`src/design/prtu_pkg.sv`:
```
`timescale 1ns / 1ps
package prtu_pkg;

  localparam int POS_FRAC_DEF   = 16;
  localparam int ANGLE_FRAC_DEF = 13;
  localparam int TRIG_BITS      = 30;
  localparam int CORDIC_STEPS   = 30;
  localparam int ZW             = 38;
  localparam int CW             = 34;

  localparam logic signed [ZW-1:0] PI_Q30      = 38'sd3373259426;
  localparam logic signed [ZW-1:0] HALF_PI_Q30 = 38'sd1686629713;
  localparam logic signed [CW-1:0] GAIN_Q30    = 34'sd652032874;

  localparam logic [2:0] FN_POINT   = 3'd0;
  localparam logic [2:0] FN_VECTOR  = 3'd1;
  localparam logic [2:0] FN_TWIST   = 3'd2;
  localparam logic [2:0] FN_INVERT  = 3'd3;
  localparam logic [2:0] FN_COMPOSE = 3'd4;

  typedef enum logic [2:0] {
    OP_POINT,
    OP_VECTOR,
    OP_TWIST,
    OP_INVERT,
    OP_COMPOSE,
    OP_NONE
  } op_t;

  typedef struct packed {
    op_t                op;
    logic signed [31:0] tx;
    logic signed [31:0] ty;
    logic signed [15:0] ta;
    logic signed [31:0] ox;
    logic signed [31:0] oy;
    logic signed [15:0] oa;
    logic signed [31:0] om;
  } item_t;

  typedef struct packed {
    item_t                item;
    logic signed [ZW-1:0] z;
    logic signed [CW-1:0] x;
    logic signed [CW-1:0] y;
    logic                 neg;
  } cst_t;

  function automatic logic signed [ZW-1:0] atan_q30(input int i);
    logic signed [ZW-1:0] r;
    case (i)
      0: r = 38'sd843314856;
      1: r = 38'sd497837829;
      2: r = 38'sd263043836;
      3: r = 38'sd133525158;
      4: r = 38'sd67021686;
      5: r = 38'sd33543515;
      6: r = 38'sd16775850;
      7: r = 38'sd8388437;
      8: r = 38'sd4194282;
      9: r = 38'sd2097149;
      10: r = 38'sd1048575;
      11: r = 38'sd524287;
      12: r = 38'sd262143;
      13: r = 38'sd131071;
      14: r = 38'sd65535;
      15: r = 38'sd32767;
      16: r = 38'sd16383;
      17: r = 38'sd8191;
      18: r = 38'sd4095;
      19: r = 38'sd2047;
      20: r = 38'sd1023;
      21: r = 38'sd511;
      22: r = 38'sd255;
      23: r = 38'sd127;
      24: r = 38'sd63;
      25: r = 38'sd31;
      26: r = 38'sd15;
      27: r = 38'sd8;
      28: r = 38'sd4;
      29: r = 38'sd2;
      default: r = '0;
    endcase
    return r;
  endfunction

  function automatic logic signed [31:0] sat32(input logic signed [57:0] v);
    logic signed [31:0] r;
    if (v > 58'sd2147483647) begin
      r = 32'sh7fffffff;
    end else if (v < -58'sd2147483648) begin
      r = 32'sh80000000;
    end else begin
      r = v[31:0];
    end
    return r;
  endfunction

  function automatic logic signed [15:0] sat16(input logic signed [19:0] v);
    logic signed [15:0] r;
    if (v > 20'sd32767) begin
      r = 16'sh7fff;
    end else if (v < -20'sd32768) begin
      r = 16'sh8000;
    end else begin
      r = v[15:0];
    end
    return r;
  endfunction

endpackage

```
`src/design/prtu_queue.sv`:
```
`timescale 1ns / 1ps
module prtu_queue (
  input  logic             clk,
  input  logic             rst_n,
  input  logic             push,
  input  prtu_pkg::item_t  push_item,
  input  logic             pop,
  output logic             full,
  output logic             nonempty,
  output prtu_pkg::item_t  head_item
);
  import prtu_pkg::*;

  item_t      mem_r [0:1];
  logic       wr_ptr_r, wr_ptr_nxt;
  logic       rd_ptr_r, rd_ptr_nxt;
  logic [1:0] cnt_r, cnt_nxt;

  assign full      = (cnt_r == 2'd2);
  assign nonempty  = (cnt_r != 2'd0);
  assign head_item = mem_r[rd_ptr_r];

  always_comb begin
    wr_ptr_nxt = push ? !wr_ptr_r : wr_ptr_r;
    rd_ptr_nxt = pop ? !rd_ptr_r : rd_ptr_r;
    cnt_nxt    = cnt_r + {1'b0, push} - {1'b0, pop};
  end

  always_ff @(posedge clk) begin
    if (!rst_n) begin
      wr_ptr_r <= 1'b0;
      rd_ptr_r <= 1'b0;
      cnt_r    <= 2'd0;
    end else begin
      wr_ptr_r <= wr_ptr_nxt;
      rd_ptr_r <= rd_ptr_nxt;
      cnt_r    <= cnt_nxt;
    end
  end

  always_ff @(posedge clk) begin
    if (push) begin
      mem_r[wr_ptr_r] <= push_item;
    end
  end

endmodule

```
`config.mk`:
```
export PLATFORM = sky130hd
export DESIGN_NAME = prtu_queue
export DESIGN_NICKNAME = d
export VERILOG_FILES = /design/src/design/prtu_pkg.sv /design/src/design/prtu_queue.sv
export SDC_FILE = /design/constraint.sdc
export NUM_CORES = 1
export LEC_CHECK = 0
export ABC_CLOCK_PERIOD_IN_PS = 13900
export BUFFER_PORTS_ARGS = -buffer_cell sky130_fd_sc_hd__buf_2
export CAP_MARGIN = 0
export CELL_PAD_IN_SITES_DETAIL_PLACEMENT = 1
export CELL_PAD_IN_SITES_GLOBAL_PLACEMENT = 2
export CORE_ASPECT_RATIO = 1.1
export CORE_UTILIZATION = 25
export DETAILED_ROUTE_END_ITERATION = 10
export PLACE_DENSITY_LB_ADDON = 0.1
export SYNTH_ARGS = -nofsm -noshare
export SYNTH_HDL_FRONTEND = slang
export SYNTH_SLANG_ARGS = --single-unit
```
`constraint.sdc`:
```
create_clock -name clk -period 13.9 [get_ports clk]
set_input_delay 2.085 -clock clk [delete_from_list [all_inputs] [get_ports clk]]
set_output_delay 2.085 -clock clk [all_outputs]
set_load 0.05 [all_outputs]
```
==> metrics <==
combinational power share=~16%; number of enable-type register cells in the synthesized netlist=390; leakage power=7.344 nW; Max Fanout on Critical Path=59; Worst Hold Launch=rd_ptr_r$_SDFFE_PN0P_; met3 Usage GRT=4.847%; I/O pin total=396; height of the die=~260 um; maximum number of pins on one net before global-route repair=63; initial antenna violation count=10; number of global-route vias before repair=slightly above 8k; overall die area=roughly 0.061 mm^2; top cells by area, synth=sky130_fd_sc_hd__edfxtp_1, sky130_fd_sc_hd__mux2_4, sky130_fd_sc_hd__mux2_2; most frequently used cell type in the post-synthesis netlist=sky130_fd_sc_hd__edfxtp_1; initial core utilization=roughly a quarter; critical path class=reg -> out; final RePlAce weighted congestion=around 0.73; max-slew violation count=0; Final Cycle Share=between 40% and 50%; depth of the worst register-to-register path=3; summed area of non-filler cells in the final layout=between 0.015 and 0.02 mm^2; Congestion Overflow GR=0; ordered list of cells on the worst path=buf_4 -> buf_4 -> mux2_4 -> buf_2; slew of the pin with the lowest slew margin=about 1100 ps; number of distinct library cell variants in the gate-level netlist after synthesis=14; Post-route DRC=0; Data required, critical path=roughly 12000 ps; share of the synthesized area in the top cell type=between 70% and 80%; global-route wire length before repair=about 55000 um; net switching component of the power=0.0008204 W; placed cell count=between 1.5k and 2k; slowest CP cell=sky130_fd_sc_hd__dfxtp_4; Setup crit start kind=flip-flop; most used cell, CP=sky130_fd_sc_hd__buf_4; synthesized net count=~830; r2r setup slk=10760 ps; Critical Path AT=roughly 3900 ps; net switching fraction of the power=between 20% and 30%; share of flip-flops with an asynchronous set or reset=0%; post-synthesis instance total=between 600 and 700; Die W=between 200 and 250 um; startpoint of the lowest-slack register-to-register path=wr_ptr_r$_SDFFE_PN0P_; final cell count without fillers=1851; maximum number of buffers from clock root to sink=3; placed standard-cell area=about 0.018 mm^2; clock network latency to the later pin of the worst-skew pair=570 ps; hold-critical path depth=2; part of the power in registers=46.7%; Seq cells post-synth=395; final hold violations=0; Max stage delay on crit path=between 1000 and 1500 ps; net count reported at finish=1258; root buffer cell=sky130_fd_sc_hd__clkbuf_16; Post-Route WL=38530 um; core area=between 0.05 and 0.06 mm^2; TritonCTS clock tree=built; list of most frequent post-synthesis cells=sky130_fd_sc_hd__edfxtp_1, sky130_fd_sc_hd__mux2_4, sky130_fd_sc_hd__mux2_2; area growth from synthesis to final layout=27.97%; nature of the critical path endpoint=primary output; clock network fraction of total power=between 30% and 40%; # Post-CTS Setup Buffers=0; input/output buffers=395; number of detailed-route iterations in the first pass=6; setup repair after global routing missed its margin=false; total half-perimeter wirelength after legalization and detailed placement=26740 um; internal power=0.002191 W; Overall Power=approximately 0.0030 W; number of CTS-inserted buffers=45; Power per Cell Area=between 150 and 200 mW/mm^2; share of cells above drive strength 1=between 60% and 70%; drt via density=4.035; fin worst setup slack=7940 ps; total negative slack=0 ps; DRT iter0 DRCs=between 200 and 300; number of vias after detailed routing=7468; most heavily used metal layer in global routing=met2; Main synth FF type=sky130_fd_sc_hd__edfxtp_1; headroom to the max-slew limit=between 20% and 30%; run status=finished clean; placement row count=just over 90; Clock transition at path regs=roughly 50 ps; Post-Synthesis Cell Area=approximately 0.015 mm^2; pre-CTS setup slack=approximately 8400 ps; met2 Track Usage GR=between 20 and 25%; Tot GR Track Use=approximately 13%; count of warnings emitted by yosys=0; depth of the CTS H-tree=2; number of nets with antenna violations after routing=0; destination of the worst register-to-register timing path=mem_r[0][133]$_DFFE_PP_; worst clock skew on the final layout=about 14 ps; Resized Gates After CTS=0; kind of path behind the tightest hold check=reg -> reg; average instance area after synthesis=~24 um^2; per-cell routed wire length=between 20 and 25 um; maximum clock frequency=~170 MHz; clock period minus worst slack=~6000 ps; met1 usage=roughly an eighth; Max VDD drop=0.00009905 V; hold_buf cts=0; cell type contributing the most total cell area after synthesis=sky130_fd_sc_hd__edfxtp_1; number of violations of the max-capacitance limit=0; register area share after synthesis=between 70% and 80%; setup-violating endpoint count in the final report=0; clock sink count=roughly 400
## worst max path at each step
stage               depth (start not counted)  startpoint               endpoint
CTS                                         4   flip-flop         head_item[193]
global route                                4   flip-flop         head_item[193]
detailed placement                          4   flip-flop         head_item[193]
floorplan                                   2        push  wr_ptr_r$_SDFFE_PN0P_
finish                                      4   flip-flop         head_item[193]
global placement                            4   flip-flop          head_item[74]
## power by group through the flow
stage                     registers (W)  logic (W)  clock network (W)
after floorplan                 0.00143   0.000382                  0
after global placement          0.00143   0.000493                  0
after detailed placement        0.00143   0.000494                  0
after CTS                       0.00141   0.000496            0.00117
after global routing            0.00141   0.000510            0.00121
final                           0.00141   0.000486            0.00112
## worst max-delay path: cells and delay by family (launching register included)
kind | cells | cell delay (ps)
DFF | 1 | 1060
buffers and inverters | 3 | 1760
muxes | 1 | 350
## cells in the final DEF (no fill, tap or decap), types with 2 or more instances in the layout
| master | instances |
|---|---|
| sky130_fd_sc_hd__buf_2 | 395 |
| sky130_fd_sc_hd__edfxtp_1 | 390 |
| sky130_fd_sc_hd__mux2_4 | 150 |
| sky130_fd_sc_hd__clkbuf_16 | 47 |
| sky130_fd_sc_hd__mux2_2 | 45 |
| sky130_fd_sc_hd__clkbuf_1 | 12 |
| sky130_fd_sc_hd__buf_4 | 9 |
| sky130_fd_sc_hd__clkinv_2 | 8 |
| sky130_fd_sc_hd__clkinv_1 | 6 |
| sky130_fd_sc_hd__dfxtp_1 | 4 |
| sky130_fd_sc_hd__and2_1 | 3 |
| sky130_fd_sc_hd__nor2b_1 | 3 |
| sky130_fd_sc_hd__diode_2 | 2 |
| sky130_fd_sc_hd__inv_1 | 2 |
| sky130_fd_sc_hd__ha_1 | 2 |
| sky130_fd_sc_hd__bufinv_16 | 2 |
| sky130_fd_sc_hd__clkinvlp_4 | 2 |
## state kept, by name, summed over array words and instances, names as in the netlist, named ones only
signal,cells
rd_ptr_r,1
cnt_r,2
wr_ptr_r,1
mem_r,390
## through the flow
step	hold slack, ps	util (%)
2_1_floorplan	554.6	-
3_3_place_gp	561.7	30.13
3_5_place_dp	571.8	30.13
4_1_cts	591.7	32.48
5_1_grt	620.9	32.48
6_report	586.5	32.49
## per-layer routing
| metal | routed length, um | part of all wire [%] |
|---|---|---|
| met2 | 20360 | 53 |
| met3 | 2843 | 7.4 |
| met1 | 14370 | 37 |
| met4 | 850 | 2.2 |
| met5 | 102 | 0.26 |
## cells by family (layout without fill, tap and decap cells)
kind of cell | Yosys count | count (layout) | synth area share (%)
buffers and inverters | 24 | 485 | 1.543
other | 0 | 2 | 0
muxes | 195 | 195 | 18.49
DFF | 395 | 395 | 79.16
xor gates and xnor gates | 2 | 2 | 0.2096
adders and majority gates | 2 | 2 | 0.1677
and+or+nand+nor | 9 | 9 | 0.3773
AOI/OAI and AO/OA | 1 | 1 | 0.05033
## final cells by class
class	count	area (um^2)
diodes	2	5.005
inverters	2	7.507
flip-flops and latches	395	11820
multi-input cells	209	2889
well taps	760	950.9
clock buffers	60	1235
fillers	6022	39670
repair buffers	404	2044
clock inverters	19	146.4
Power figures use the tool's default switching activity.
